==> config.mk <==
export PLATFORM = sky130hd
export DESIGN_NAME = rgb_to_hsl_converter_core_flat
export DESIGN_NICKNAME = d
export VERILOG_FILES = /design/src/rtl/hsl_pkg.sv /design/src/rtl/hsl_if.sv /design/src/rtl/rgb_to_hsl_converter_core.sv /design/src/rtl/hsl_flow.sv /design/src/rtl/hsl_div.sv /design/src/flat_wrapper.sv
export SDC_FILE = /design/constraint.sdc
export NUM_CORES = 1
export LEC_CHECK = 0
export ABC_AREA = 0
export BUFFER_PORTS_ARGS = -buffer_cell sky130_fd_sc_hd__buf_4
export CORE_MARGIN = 2
export CORE_UTILIZATION = 50
export CTS_CLUSTER_SIZE = 25
export DETAILED_ROUTE_END_ITERATION = 10
export GPL_ROUTABILITY_DRIVEN = 1
export GPL_TIMING_DRIVEN = 0
export PLACE_DENSITY_LB_ADDON = 0.08
export SLEW_MARGIN = 5
export SYNTH_ARGS = -nofsm -noshare
export SYNTH_HDL_FRONTEND = slang
export SYNTH_SLANG_ARGS = --single-unit
==> constraint.sdc <==
create_clock -name clk -period 5.02 [get_ports clk]
set_input_delay 0.251 -clock clk [delete_from_list [all_inputs] [get_ports clk]]
set_output_delay 0.251 -clock clk [all_outputs]
set_load 0.01 [all_outputs]
==> src/rtl/hsl_pkg.sv <==
// ----------------------------------------------------------------------------
// hsl_pkg
// Shared constants and types for the RGB to HSL converter.
// ----------------------------------------------------------------------------
package hsl_pkg;

	localparam int CHANNEL_BITS_DEF  = 8;
	localparam int HUE_FRAC_BITS_DEF = 8;
	localparam int SAT_BITS          = 12;

	// hue sector picked by the maximum channel, ties go red, green, blue
	typedef enum logic [1:0] {
		SECT_RED   = 2'd0,
		SECT_GREEN = 2'd1,
		SECT_BLUE  = 2'd2
	} sector_t;

endpackage

==> src/rtl/hsl_if.sv <==
// ----------------------------------------------------------------------------
// hsl_if
// Valid/ready channels for pixels in RGB form and results in HSL form.
// ----------------------------------------------------------------------------
interface hsl_rgb_if import hsl_pkg::*; #(
	parameter int CB = CHANNEL_BITS_DEF
) ();
	logic          valid;
	logic          ready;
	logic [CB-1:0] red;
	logic [CB-1:0] green;
	logic [CB-1:0] blue;

	modport source (output valid, red, green, blue, input ready);
	modport sink   (input valid, red, green, blue, output ready);
endinterface

interface hsl_out_if import hsl_pkg::*; #(
	parameter int CB = CHANNEL_BITS_DEF,
	parameter int HF = HUE_FRAC_BITS_DEF
) ();
	logic                valid;
	logic                ready;
	logic [HF+2:0]       hue;
	logic [SAT_BITS-1:0] saturation;
	logic [CB:0]         lightness;

	modport source (output valid, hue, saturation, lightness, input ready);
	modport sink   (input valid, hue, saturation, lightness, output ready);
endinterface

==> src/rtl/rgb_to_hsl_converter_core.sv <==
// Throughput: one pixel per clock unless the output stalls; set by the bit-per-stage divider pipeline.
// A stalled output holds the pipe; empty stages still fill behind it.
// Reset clears the stage valid bits only; data registers are not reset.
// ----------------------------------------------------------------------------
// rgb_to_hsl_converter_core
// RGB to HSL conversion: max/min stage, two divider pipelines for hue and
// saturation, and an output stage that assembles the hue sector.
// ----------------------------------------------------------------------------
module rgb_to_hsl_converter_core import hsl_pkg::*; #(
	parameter int CHANNEL_BITS  = CHANNEL_BITS_DEF,
	parameter int HUE_FRAC_BITS = HUE_FRAC_BITS_DEF
) (
	input  logic       clk,
	input  logic       arst_n,
	hsl_rgb_if.sink    rgb,
	hsl_out_if.source  hsl
);

	localparam int CB  = CHANNEL_BITS;
	localparam int HF  = HUE_FRAC_BITS;
	localparam int HW  = HF + 3;
	localparam int LW  = CB + 1;
	localparam int QW  = (HF + 1 > SAT_BITS) ? HF + 1 : SAT_BITS;
	localparam int NS  = QW + 2;
	localparam int HNW = CB + HF + 1;
	localparam int SNW = CB + SAT_BITS;
	localparam int SW  = LW + 4;

	localparam logic [CB-1:0] CH_FULL  = {CB{1'b1}};
	localparam logic [HW-1:0] HUE_TURN = HW'(6) << HF;
	localparam logic [HW-1:0] HUE_GRN  = HW'(2) << HF;
	localparam logic [HW-1:0] HUE_BLU  = HW'(4) << HF;

	logic [NS-1:0] en;

	hsl_flow #(.NS(NS)) u_flow (
		.clk       (clk),
		.arst_n    (arst_n),
		.in_valid  (rgb.valid),
		.out_ready (hsl.ready),
		.in_ready  (rgb.ready),
		.out_valid (hsl.valid),
		.en        (en)
	);

	// ---------------- stage 1: max, min, numerators, divisors -------------
	logic [CB-1:0]  mx, mn, delta, den, op_p, op_m, mag;
	logic [LW-1:0]  sum;
	logic [HNW-1:0] hue_num;
	logic [SNW-1:0] sat_num;
	sector_t        sect;
	logic           neg, grey;

	always_comb begin
		if (rgb.red >= rgb.green && rgb.red >= rgb.blue) begin
			sect = SECT_RED;
			mx   = rgb.red;
			op_p = rgb.green;
			op_m = rgb.blue;
		end else if (rgb.green >= rgb.blue) begin
			sect = SECT_GREEN;
			mx   = rgb.green;
			op_p = rgb.blue;
			op_m = rgb.red;
		end else begin
			sect = SECT_BLUE;
			mx   = rgb.blue;
			op_p = rgb.red;
			op_m = rgb.green;
		end
		mn = rgb.red;
		if (rgb.green < mn) mn = rgb.green;
		if (rgb.blue < mn) mn = rgb.blue;
		delta = mx - mn;
		grey  = (delta == '0);
		neg   = op_p < op_m;
		mag   = neg ? (op_m - op_p) : (op_p - op_m);
		sum   = {1'b0, mx} + {1'b0, mn};
		den   = (sum <= {1'b0, CH_FULL}) ? sum[CB-1:0] : CB'({CH_FULL, 1'b0} - sum);
		// bias the dividend so a negative difference rounds toward minus infinity
		hue_num = {1'b0, mag, {HF{1'b0}}}
			+ (neg ? (HNW'(delta) - HNW'(1)) : HNW'(0));
		sat_num = {delta, {SAT_BITS{1'b0}}} - SNW'(delta);
	end

	logic [HNW-1:0] hn_s1;
	logic [SNW-1:0] sn_s1;
	logic [CB-1:0]  hd_s1, sd_s1;
	logic [SW-1:0]  side_s1;

	always_ff @(posedge clk) begin
		if (en[0]) begin
			hn_s1   <= hue_num;
			hd_s1   <= delta;
			sn_s1   <= sat_num;
			sd_s1   <= den;
			side_s1 <= {grey, neg, sect, sum};
		end
	end

	// ---------------- divider stages ---------------------------------------
	logic [QW-1:0] quo_h, quo_s;

	hsl_div #(.NW(HNW), .DW(CB), .QW(QW)) u_div_hue (
		.clk (clk),
		.en  (en[QW:1]),
		.num (hn_s1),
		.den (hd_s1),
		.quo (quo_h)
	);

	hsl_div #(.NW(SNW), .DW(CB), .QW(QW)) u_div_sat (
		.clk (clk),
		.en  (en[QW:1]),
		.num (sn_s1),
		.den (sd_s1),
		.quo (quo_s)
	);

	// sideband rides along with the divider stages
	logic [SW-1:0] side_s [QW];

	for (genvar i = 0; i < QW; i++) begin : g_side
		if (i == 0) begin : g_first
			always_ff @(posedge clk) begin
				if (en[1]) begin
					side_s[0] <= side_s1;
				end
			end
		end else begin : g_next
			always_ff @(posedge clk) begin
				if (en[i+1]) begin
					side_s[i] <= side_s[i-1];
				end
			end
		end
	end

	// ---------------- output stage ------------------------------------------
	logic                grey_d, neg_d;
	sector_t             sect_d;
	logic [LW-1:0]       sum_d;
	logic [HF:0]         hq;
	logic [HW-1:0]       base, hue_c;
	logic [SAT_BITS-1:0] sat_c;

	assign grey_d = side_s[QW-1][SW-1];
	assign neg_d  = side_s[QW-1][SW-2];
	assign sect_d = sector_t'(side_s[QW-1][LW+1:LW]);
	assign sum_d  = side_s[QW-1][LW-1:0];
	assign hq     = quo_h[HF:0];

	always_comb begin
		unique case (sect_d)
			SECT_RED:   base = neg_d ? HUE_TURN : '0;
			SECT_GREEN: base = HUE_GRN;
			SECT_BLUE:  base = HUE_BLU;
			default:    base = '0;
		endcase
		hue_c = neg_d ? (base - HW'(hq)) : (base + HW'(hq));
		sat_c = quo_s[SAT_BITS-1:0];
		if (grey_d) begin
			hue_c = '0;
			sat_c = '0;
		end
	end

	logic [HW-1:0]       hue_sn;
	logic [SAT_BITS-1:0] sat_sn;
	logic [LW-1:0]       light_sn;

	always_ff @(posedge clk) begin
		if (en[NS-1]) begin
			hue_sn   <= hue_c;
			sat_sn   <= sat_c;
			light_sn <= sum_d;
		end
	end

	assign hsl.hue        = hue_sn;
	assign hsl.saturation = sat_sn;
	assign hsl.lightness  = light_sn;

endmodule

==> src/rtl/hsl_flow.sv <==
// ----------------------------------------------------------------------------
// hsl_flow
// Valid bits and per-stage load enables of the pipeline. A stage loads when the
// output is ready or it or a later stage is empty, so bubbles are squeezed out.
// ----------------------------------------------------------------------------
module hsl_flow import hsl_pkg::*; #(
	parameter int NS = 14
) (
	input  logic          clk,
	input  logic          arst_n,
	input  logic          in_valid,
	input  logic          out_ready,
	output logic          in_ready,
	output logic          out_valid,
	output logic [NS-1:0] en
);

	localparam logic [NS-1:0] ONES = {NS{1'b1}};

	logic [NS-1:0] v_q;

	// stage i may advance if the output drains or a hole sits at or after it
	always_comb begin
		for (int i = 0; i < NS; i++) begin
			en[i] = out_ready || ((v_q >> i) != (ONES >> i));
		end
	end

	always_ff @(posedge clk or negedge arst_n) begin
		if (!arst_n) begin
			v_q <= '0;
		end else begin
			if (en[0]) begin
				v_q[0] <= in_valid;
			end
			for (int i = 1; i < NS; i++) begin
				if (en[i]) begin
					v_q[i] <= v_q[i-1];
				end
			end
		end
	end

	assign in_ready  = en[0];
	assign out_valid = v_q[NS-1];

`ifndef NO_ASSERTIONS
	a_count_up: assert property (@(posedge clk) disable iff (!arst_n)
		(in_valid && in_ready && !(out_valid && out_ready))
		|=> ($countones(v_q) == $past($countones(v_q)) + 1))
		else $error("beat count did not grow on accept");

	a_count_down: assert property (@(posedge clk) disable iff (!arst_n)
		(!(in_valid && in_ready) && out_valid && out_ready)
		|=> ($countones(v_q) == $past($countones(v_q)) - 1))
		else $error("beat count did not shrink on delivery");

	a_hold_full: assert property (@(posedge clk) disable iff (!arst_n)
		((~en & ~v_q) == '0))
		else $error("empty stage held");

	a_stall_full: assert property (@(posedge clk) disable iff (!arst_n)
		!in_ready |-> (&v_q))
		else $error("input stalled with a hole in the pipe");
`endif

endmodule

==> src/rtl/hsl_div.sv <==
// ----------------------------------------------------------------------------
// hsl_div
// Pipelined restoring divider, one quotient bit per stage, MSB first.
// The quotient must fit in QW bits.
// ----------------------------------------------------------------------------
module hsl_div import hsl_pkg::*; #(
	parameter int NW = 20,
	parameter int DW = 8,
	parameter int QW = 12
) (
	input  logic          clk,
	input  logic [QW-1:0] en,
	input  logic [NW-1:0] num,
	input  logic [DW-1:0] den,
	output logic [QW-1:0] quo
);

	localparam int EW = (NW > QW) ? NW : QW;

	logic [EW-1:0] num_ext;
	logic [DW-1:0] rem0;
	logic [DW-1:0] rem_s  [QW-1];
	logic [DW-1:0] den_s  [QW-1];
	logic [QW-1:0] bits_s [QW];

	assign num_ext = EW'(num);
	// the top part is below the divisor since the quotient fits in QW bits
	assign rem0    = DW'(num_ext >> QW);

	for (genvar i = 0; i < QW; i++) begin : g_stage
		logic [DW-1:0] rem_in;
		logic [DW-1:0] den_in;
		logic [QW-1:0] bits_in;
		logic [DW:0]   trial;
		logic [DW:0]   diff;
		logic          ge;

		if (i == 0) begin : g_first
			assign rem_in  = rem0;
			assign den_in  = den;
			assign bits_in = num_ext[QW-1:0];
		end else begin : g_next
			assign rem_in  = rem_s[i-1];
			assign den_in  = den_s[i-1];
			assign bits_in = bits_s[i-1];
		end

		assign trial = {rem_in, bits_in[QW-1]};
		assign diff  = trial - {1'b0, den_in};
		assign ge    = trial >= {1'b0, den_in};

		// shift the next dividend bit out, the quotient bit in
		always_ff @(posedge clk) begin
			if (en[i]) begin
				bits_s[i] <= {bits_in[QW-2:0], ge};
			end
		end

		if (i < QW - 1) begin : g_rem
			always_ff @(posedge clk) begin
				if (en[i]) begin
					rem_s[i] <= ge ? DW'(diff) : DW'(trial);
					den_s[i] <= den_in;
				end
			end
		end
	end

	assign quo = bits_s[QW-1];

endmodule
==> src/flat_wrapper.sv <==
// flat-port wrapper written by rule: the top's interface ports become plain ports
module rgb_to_hsl_converter_core_flat import hsl_pkg::*;
#(
	parameter int CHANNEL_BITS  = CHANNEL_BITS_DEF,
	parameter int HUE_FRAC_BITS = HUE_FRAC_BITS_DEF
)
  (clk, arst_n, rgb_valid, rgb_red, rgb_green, rgb_blue, rgb_ready, hsl_valid, hsl_hue, hsl_saturation, hsl_lightness, hsl_ready);
  hsl_rgb_if rgb_i ();
  hsl_out_if hsl_i ();
  input  logic clk;
  input  logic arst_n;
  input wire logic [$bits(rgb_i.valid)-1:0] rgb_valid;
  input wire logic [$bits(rgb_i.red)-1:0] rgb_red;
  input wire logic [$bits(rgb_i.green)-1:0] rgb_green;
  input wire logic [$bits(rgb_i.blue)-1:0] rgb_blue;
  output wire logic [$bits(rgb_i.ready)-1:0] rgb_ready;
  output wire logic [$bits(hsl_i.valid)-1:0] hsl_valid;
  output wire logic [$bits(hsl_i.hue)-1:0] hsl_hue;
  output wire logic [$bits(hsl_i.saturation)-1:0] hsl_saturation;
  output wire logic [$bits(hsl_i.lightness)-1:0] hsl_lightness;
  input wire logic [$bits(hsl_i.ready)-1:0] hsl_ready;
  assign rgb_i.valid = rgb_valid;
  assign rgb_i.red = rgb_red;
  assign rgb_i.green = rgb_green;
  assign rgb_i.blue = rgb_blue;
  assign rgb_ready = rgb_i.ready;
  assign hsl_valid = hsl_i.valid;
  assign hsl_hue = hsl_i.hue;
  assign hsl_saturation = hsl_i.saturation;
  assign hsl_lightness = hsl_i.lightness;
  assign hsl_i.ready = hsl_ready;
  rgb_to_hsl_converter_core #(.CHANNEL_BITS(CHANNEL_BITS), .HUE_FRAC_BITS(HUE_FRAC_BITS)) u_core (.clk(clk), .arst_n(arst_n), .rgb(rgb_i), .hsl(hsl_i));
endmodule
* After elaboration in Yosys (flattened, before gate mapping)
Memory sizes are Yosys's and may differ from the RTL's. A register that Yosys moved wholly into a read port is not among the register bits. Cells that the tools add are included.
Word-level totals: output and inout port bits 34, bits in writable memories 796, word-level logic and storage cells 186, input port bits 28, memories 7, register bits 100
Operators by class: $add $sub $neg 32, eq/ne operators 15, multiplexer cells 61, bitwise gates (word level) 1, reduce and logical (&&, ||, !) cells 17, order comparisons 31
Memory list:
- u_core.side_s | words 12, bits a word 13, rd ports 12, clocked after Yosys merged registers in 0, write ports 12, line rgb_to_hsl_converter_core.sv:121 | logic [SW-1:0] side_s [QW];
- u_core.u_div_hue.bits_s | words 12, bits a word 12, rd ports 12, clocked after Yosys merged registers in 0, write ports 12, line hsl_div.sv:24 | logic [QW-1:0] bits_s [QW];
- u_core.u_div_sat.bits_s | words 12, bits a word 12, rd ports 12, clocked after Yosys merged registers in 1, write ports 12, line hsl_div.sv:24
- u_core.u_div_hue.den_s | words 11, bits a word 8, rd ports 11, clocked after Yosys merged registers in 0, write ports 11, line hsl_div.sv:23 | logic [DW-1:0] den_s [QW-1];
- u_core.u_div_hue.rem_s | words 11, bits a word 8, rd ports 11, clocked after Yosys merged registers in 0, write ports 11, line hsl_div.sv:22 | logic [DW-1:0] rem_s [QW-1];
- u_core.u_div_sat.den_s | words 11, bits a word 8, rd ports 11, clocked after Yosys merged registers in 0, write ports 11, line hsl_div.sv:23
- 1 more memories
Operator list (number):
- $mux W8 | 32
- $ge A9 B8 Y1 | 23
- $sub A8 B8 Y8 | 24
- $pmux W11 S3 | 1
- $ge A8 B8 Y1 | 3
- $lt A8 B8 Y1 | 3
- $mux W1 | 24
- $mux W11 | 2
- $sub A20 B8 Y20 | 1
- $add A16 B17 Y17 | 1
- $mux W17 | 1
- $logic_or A1 B1 Y1 | 14
- $ne A14 B14 Y1 const B | 1
- $ne A13 B13 Y1 const B | 1
- $ne A12 B12 Y1 const B | 1
- $add A11 B9 Y11 | 1
- $ne A11 B11 Y1 const B | 1
- $sub A11 B9 Y11 | 1
- $ne A10 B10 Y1 const B | 1
- $add A8 B8 Y9 | 1
- $le A9 B8 Y1 const B | 1
- $ne A9 B9 Y1 const B | 1
- $sub A8 B1 Y9 const B | 1
- $ge A6 B8 Y1 | 1
- 16 further kinds | 16

* Logic depth before layout (Yosys ltp)
Gate-level depths: netlist (run 1).
word-level depth 8, gate-level depth with buffers 33

* Modules after synthesis
Synthesis (run 1) repeated with hierarchy kept, for this count alone.
Unflattened totals: cell total of the unflattened synthesis 3066, area total of the unflattened synthesis 42913.7 µm²
By module, submodules not included:
- hsl_div (u_core.u_div_sat) | instances 1, area an instance 14995.6 µm², cells each 1074, seq. area each 9609.2 µm²
- hsl_div (u_core.u_div_hue) | instances 1, area an instance 14965.6 µm², cells each 1070, seq. area each 9609.2 µm²
- rgb_to_hsl_converter_core | instances 1, area an instance 12285.5 µm², cells each 862, seq. area each 7537.2 µm²
- hsl_flow | instances 1, area an instance 666.9 µm², cells each 60, seq. area each 350.3 µm²

* Worst setup path before layout (run 1)
OpenSTA, ideal clock, no wires.
path type input to register, start input rgb_red[1], end register u_core.hn_s1[16], data pin, path slack -1.334 ns, cell stages on the path 30, data arrival time 6.074 ns, setup time 0.280 ns, path through inv_1 ha_1 nor2b_1 o31ai_4 a21o_1 nand3_1 and2_1 ha_1 a21o_1 a21o_1 a21o_1 or3_1 o211a_1 and3_1 ha_1 buf_4 nor2_1 a22o_1 a211o_1 xor2_2 or3_4 nor4_4 ha_1 a21oi_1 nor2_1 nor2_1 o21bai_1 a21oi_1 o21ai_0 xor2_1
On the way: word-level cells in the longest chain between the ends 8
Ends and longest elaborated chain:
- start, declared | line flat_wrapper.sv:13 | input wire logic [$bits(rgb_i.red)-1:0] rgb_red;
- $lt A8 B8 Y1 | line rgb_to_hsl_converter_core.sv:72 | if (rgb.green < mn) mn = rgb.green;
- $mux W8 | line rgb_to_hsl_converter_core.sv:72
- $lt A8 B8 Y1 | line rgb_to_hsl_converter_core.sv:73 | if (rgb.blue < mn) mn = rgb.blue;
- $mux W8 | line rgb_to_hsl_converter_core.sv:73
- $sub A8 B8 Y8 (*) | line rgb_to_hsl_converter_core.sv:74 | delta = mx - mn;
- named net u_core.delta[5] | line rgb_to_hsl_converter_core.sv:47 | logic [CB-1:0] mx, mn, delta, den, op_p, op_m, mag;
- $sub A8 B1 Y9 (*) | line rgb_to_hsl_converter_core.sv:82 | + (neg ? (HNW'(delta) - HNW'(1)) : HNW'(0));
- $mux W17 (*) | line rgb_to_hsl_converter_core.sv:82
- $add A16 B17 Y17 (*) | line rgb_to_hsl_converter_core.sv:82
- named net u_core.hue_num[16] | line rgb_to_hsl_converter_core.sv:49 | logic [HNW-1:0] hue_num;
- end signal, assigned | line rgb_to_hsl_converter_core.sv:93 | hn_s1 <= hue_num;
- end, declared | line rgb_to_hsl_converter_core.sv:86 | logic [HNW-1:0] hn_s1;
Mark *: on every way through the listed nets, which the timed path passes. The rest lies on a longest branch. A chain may end at the register's enable or synchronous reset.

* Worst setup path after layout (run 1)
start input rgb_red[3], end register u_core.hn_s1[16], data pin
The elaborated chain is that of the path after synthesis.

==> results of run 1 <==
==> flip-flops by register name, summed over array words and instances (netlist names), 9 cells and up <==
signal / count
u_core.u_div_hue.den_s: 78
u_core.u_div_hue.rem_s: 88
u_core.hsl.hue: 11
u_core.hn_s1: 17
u_core.u_div_sat.den_s: 78
u_core.hsl.lightness: 9
u_core.u_flow.v_q: 14
u_core.hsl.saturation: 12
u_core.u_div_hue.bits_s: 111
u_core.u_div_sat.bits_s: 141
u_core.u_div_sat.rem_s: 88
u_core.side_s1: 13
u_core.side_s: 146
u_core.sn_s1: 19
==> cell type report <==
cell class                      instances  share of cell area
Inverter                              342              0.0283
Sequential cell                       839               0.543
Buffer                                 21             0.00360
Multi-Input combinational cell       1648               0.308
Clock buffer                          109              0.0490
Tap cell                             1050              0.0284
Clock inverter                         48             0.00981
Timing Repair Buffer                  146              0.0299
==> through the flow <==
step | setup TNS, ps | total power [uW] | util | area, sq um
after floorplan | -7350 | 25300 | - | 40100
after global routing | -8330 | 38300 | 0.585 | 46300
after global placement | -186940 | 28400 | 0.529 | 41900
after detailed placement | -63200 | 29000 | 0.533 | 42200
final | -5500 | 35600 | 0.585 | 46300
after CTS | -4500 | 35800 | 0.581 | 45900
==> metal layers <==
| layer | share of wire | track usage | vias to the layer above |
|---|---|---|---|
| met1 | 0.42 | 0.201 | 10600 |
| met2 | 0.52 | 0.313 | 319 |
| met3 | 0.031 | 0.0253 | 135 |
| li1 | - | - | 11000 |
| met5 | 0 | 0 | - |
| met4 | 0.030 | 0.0650 | 0 |
==> cell usage after synthesis, drive strengths merged, types with 3 or more instances <==
library cell	instances	area (sq um)
o21a	27	210
nand2	56	210
and4	5	46.3
edfxtp	825	24800
nand3	41	205
or2	18	115
nand2b	57	357
and3	12	75.1
o21bai	15	113
a21o	49	368
nor3	21	105
nor3b	12	90.1
nand4	57	357
buf	13	70.1
clkbuf	8	30.0
mux2	128	1440
o311a	13	130
o21ai	150	751
o2111ai	8	70.1
a21oi	65	337
mux2i	109	1090
dfrtp	14	350
o211a	9	90.1
a31o	3	26.3
a211oi	17	158
nor2	168	631
or3	31	199
nor4	3	55.1
xnor2	67	587
ha	264	3300
xor2	44	412
o41ai	11	303
o211ai	4	30.0
fa	27	541
and2	13	81.3
a2111oi	5	43.8
inv	342	1290
a21boi	32	240
o31ai	16	148
nor2b	67	419
==> cell families (layout without fill, tap and decap cells) <==
family	Yosys count	in the layout	share of synthesized area
adders and majority gates	291	291	0.0960
DFF	839	839	0.627
xor gates and xnor gates	111	111	0.0249
muxes	237	237	0.0632
and+or+nand+nor	566	566	0.0746
AOI/OAI and AO/OA	443	443	0.0793
buffers and inverters	363	666	0.0346
==> repair_timing <==
action	in CTS	in global routing
buffers inserted	58	12
setup endpoints to repair	41	30
hold endpoints to repair	15	0
hold buffers	2	0
resized for setup	137	51
pin swaps	55	30
==> worst paths after layout <==
path                                             endpoint  slack [ps]  cells after the start
max in group asynchronous            u_core.u_flow.v_q[5]        4740                      2
max reg2reg                             u_core.side_s1[1]        1680                      7
min in group clk           u_core.u_div_sat.bits_s[3][11]         400                      0
min                                 u_core.u_flow.v_q[13]          60                      2
max                                      u_core.hn_s1[16]        -740                     33
min reg2reg                u_core.u_div_sat.bits_s[3][11]         400                      0
==> report_power, final <==
group          switching (uW)  internal, uW  total [uW]  leakage (uW)
clock                    2570          3530        6100       0.00133
sequential               1430         12800       14200       0.00875
combinational            8100          7190       15300       0.00883
==> reports/metrics.cfg, run 1 <==
[drt]
ant_nets = 0
drtPass1Iterations = 5
num_vias = 22100
remaining_drc_errors = 0
via_per_inst = 5.25
drtIter0Drc = 895
finalWirelength_microns = 69200
wl_per_cell_microns = 16.5

[synthesis]
synth_edf_count = 825
synthCells = 2850
syn_avg_cell_area_sq_um = 14.1
yosysUniqueCellTypes = 75
yosysWarnings = 0
syn-cell-area_sq_um = 40000
synth_top_flop_cell = edfxtp_1
yosysSeqAreaShare = 0.627
async_flop_share = 0.0167
ys_ff_latch = 839
synth_fp_nets = 3169

[layout]
area_growth_pct = 15.6
drive_gt1_frac = 0.183
most-common-layout-cells = edfxtp_1 (825), inv_1 (316), ha_1 (246)
layout_commonest_cell = edfxtp_1
regArea_sq_um = 25100
diodes = 0
fin_nets = 3404
final_cells = 4203
multi_input_area_sq_um = 14300
n_fill_cell = 6170

[sta]
period_share = 1.15
finalClockSkew_ps = 37.1
slew_violations = 0
relSlewSlack = 0.401
hold-worst-slack_ps = 58.6
timing.final.crit_period_ps = 5760
max_freq_ghz = 0.174
worst_slew_pin_slew_ps = 898
final.setup.worst_slack_ps = -739
timing_hold_violations_final = 0
setup_violations = 18
rsz0062_at_grt = yes

[grt]
grt_pass1_vias = 22800
grt_max_degree = 66
antenna_found_initial = 0
grt_pass1_wl_microns = 114000
grt_overflow = 0
grt_use_total = 0.170

[critical_path]
crit_family = compound AO/OA/AOI/OAI gates
cp_num_buf_inv = 8
startpoint = rgb_red[3]
slowest_delay_ps = 410
required_ps = 5380
worstSetupPathType = in -> reg
crit_path_end_kind = flop
start_kind = input port
path_max_fanout = 8
timing.rr.start = u_core.u_flow.v_q[13]
cp_common_cell = buf_6
crit_slowest_cell = fa_2
worstPathArrival_ps = 6120

[run]
maxCapViolCount = 0

[placed_design]
io_buffers = 61
post-dp-hpwl_microns = 50500
place_inst = 3974
pre_cts_slack_ps = -2900
globalplace.congestion = 0.867

[clocking]
worstSkewPairLatency_ps = 630
cts_buffers = 87
clock-sinks = 839
clockBufferDepth = 3
clock-root-buffer = clkbuf_16
h-tree-depth = 3
clk_pin_slew_worst_paths_ps = 60
cts_tree = built

[floorplan]
start_util = 0.506
rows = 103
fp.dieArea_sq_um = 82400
die_h_microns = 287
pin_count = 62
die-width_microns = 287
coreArea_sq_um = 79100

[pwr]
leakage_uw = 0.0189
powerDensity_nw_per_um2 = 769
irDropWorstVdd_v = 0.000273

[outcome]
status = finished with violations
violations = negative setup slack

[hold_path]
hold_path_class = in -> async

(Power assumes the default switching activity.)
==> run 2, diff against run 1 <==
SYNTH_HIERARCHICAL = 1   (was unset)
==> run 2 against run 1 <==
The flow still finishes with violations (negative setup slack). First-iteration DRC count rose by 24%. Critical path depth fell by 1. Sequential cell count rose by 33. Die area rose by 4.6%. Hold slack improved by 48 ps. Clock power rose by 2%. Critical path type unchanged. Highest routed layer is now met5.
==> reports/metrics.cfg, run 2 <==
[placed_design]
globalplace.congestion = 0.892
pre_cts_slack_ps = -2370
io_buffers = 61
post-dp-hpwl_microns = 54000

[critical_path]
worstPathArrival_ps = 6240
cp_common_cell = ha_4
cp_num_buf_inv = 5
reg2reg_slack_ps = 1950
crit_family = compound AO/OA/AOI/OAI gates
worstSetupPathType = in -> reg
start_kind = input port
crit_path_end_kind = flop
slowest_delay_ps = 560
path_max_fanout = 8
required_ps = 5400
crit_slowest_cell = or4_4

[pwr]
irDropWorstVdd_v = 0.000287
leakage_uw = 0.0193
powerDensity_nw_per_um2 = 755

[sta]
max_freq_ghz = 0.170
tns_ps = -3210
period_share = 1.17
rsz0062_at_grt = yes
finalClockSkew_ps = 58.8
setup_violations = 7
worst_slew_pin_slew_ps = 1050
final.setup.worst_slack_ps = -846
slew_violations = 0
relSlewSlack = 0.297
timing_hold_violations_final = 0
timing.final.crit_period_ps = 5870

[layout]
area_growth_pct = 14.6
largest_register_ffs = 156
drive_gt1_frac = 0.173
regArea_sq_um = 26100
top_regs = u_core/side_s x156, u_core/u_div_sat/bits_s x144, u_core/u_div_hue/bits_s x111
fin_nets = 3578
diodes = 0
n_fill_cell = 6487
multi_input_area_sq_um = 14800
most-common-layout-cells = edfxtp_1 (858), inv_1 (282), ha_1 (247)
top_register = u_core/side_s
layout_commonest_cell = edfxtp_1

[drt]
finalWirelength_microns = 74400
drtPass1Iterations = 5
num_vias = 23800
via_per_inst = 5.38
ant_nets = 0
remaining_drc_errors = 0
wl_per_cell_microns = 16.9
drtIter0Drc = 1112

[floorplan]
start_util = 0.503
die-width_microns = 293
rows = 106
die_h_microns = 293
coreArea_sq_um = 83300
fp.dieArea_sq_um = 86100
pin_count = 62

[grt]
antenna_found_initial = 1
grt_max_degree = 68
grt_use_total = 0.175
grt_pass1_vias = 24800
grt_overflow = 0
grt_pass1_wl_microns = 123000

[clocking]
h-tree-depth = 3
clockBufferDepth = 3
clock-root-buffer = clkbuf_16
clk_pin_slew_worst_paths_ps = 60
worstSkewPairLatency_ps = 650
cts_tree = built
clock-sinks = 872
cts_buffers = 90

[synthesis]
synthCells = 3030
syn-cell-area_sq_um = 41900
yosysWarnings = 6
syn_avg_cell_area_sq_um = 13.8
synth_fp_nets = 3350

[hold_path]
hold_path_class = in -> async

[outcome]
violations = negative setup slack
status = finished with violations

[run]
maxCapViolCount = 0

-- run 2: worst paths after layout --
path | startpoint | to | cells after the start
worst max-delay path | rgb_red[2] | u_core/hn_s1[16] | 32
worst min-delay path | arst_n | u_core/u_flow/v_q[9] | 2
worst max register to register | u_core/u_flow/v_q[13] | u_core/u_div_hue/bits_s[0][36] | 5
worst min register to register | u_core/u_div_hue/bits_s[0][43] | u_core/u_div_hue/bits_s[1][8] | 0
max in group asynchronous | arst_n | u_core/u_flow/v_q[2] | 2
min in group clk | u_core/u_div_hue/bits_s[0][43] | u_core/u_div_hue/bits_s[1][8] | 0
-- run 2: what timing repair did --
action                     CTS  global route
pin swaps                   42            17
buffers inserted            43            13
resized for setup           84            22
hold endpoints to repair    15             0
hold buffers                 2             0
setup endpoints to repair    9            10
-- run 2: layout make-up --
type,count,share of cell area
Sequential cell,872,0.544
Multi-Input combinational cell,1791,0.308
Clock buffer,114,0.0492
Tap cell,1080,0.0281
Timing Repair Buffer,137,0.0280
Inverter,304,0.0247
Clock inverter,55,0.00920
Buffer,62,0.00915
-- run 2: power breakdown --
part           leakage, uW  total, uW  internal [uW]  switching, uW
Combinational      0.00892      15600           6970           8580
Sequential         0.00904      14500          13000           1440
Clock              0.00138       6230           3570           2660
-- run 2: per-stage QoR --
| stage | std cells | util | area, sq um | hold WS, ps | power [uW] |
|---|---|---|---|---|---|
| floorplan | 3030 | - | 42100 | -44.6 | 25900 |
| global placement | 4171 | 0.527 | 43900 | 102 | 29100 |
| detailed placement | 4191 | 0.532 | 44300 | 115 | 29800 |
| CTS | 4404 | 0.574 | 47800 | 32.1 | 36400 |
| global route | 4415 | 0.576 | 48000 | 60.6 | 39000 |
| finish | 4415 | 0.576 | 48000 | 107 | 36200 |
-- run 2: metal layers --
metal | GRT usage | wire, microns | up-vias
li1 | - | - | 11700
met1 | 0.218 | 32500 | 11500
met2 | 0.307 | 37100 | 418
met3 | 0.0258 | 2690 | 148
met4 | 0.0657 | 2130 | 2
met5 | 0 | 16 | -
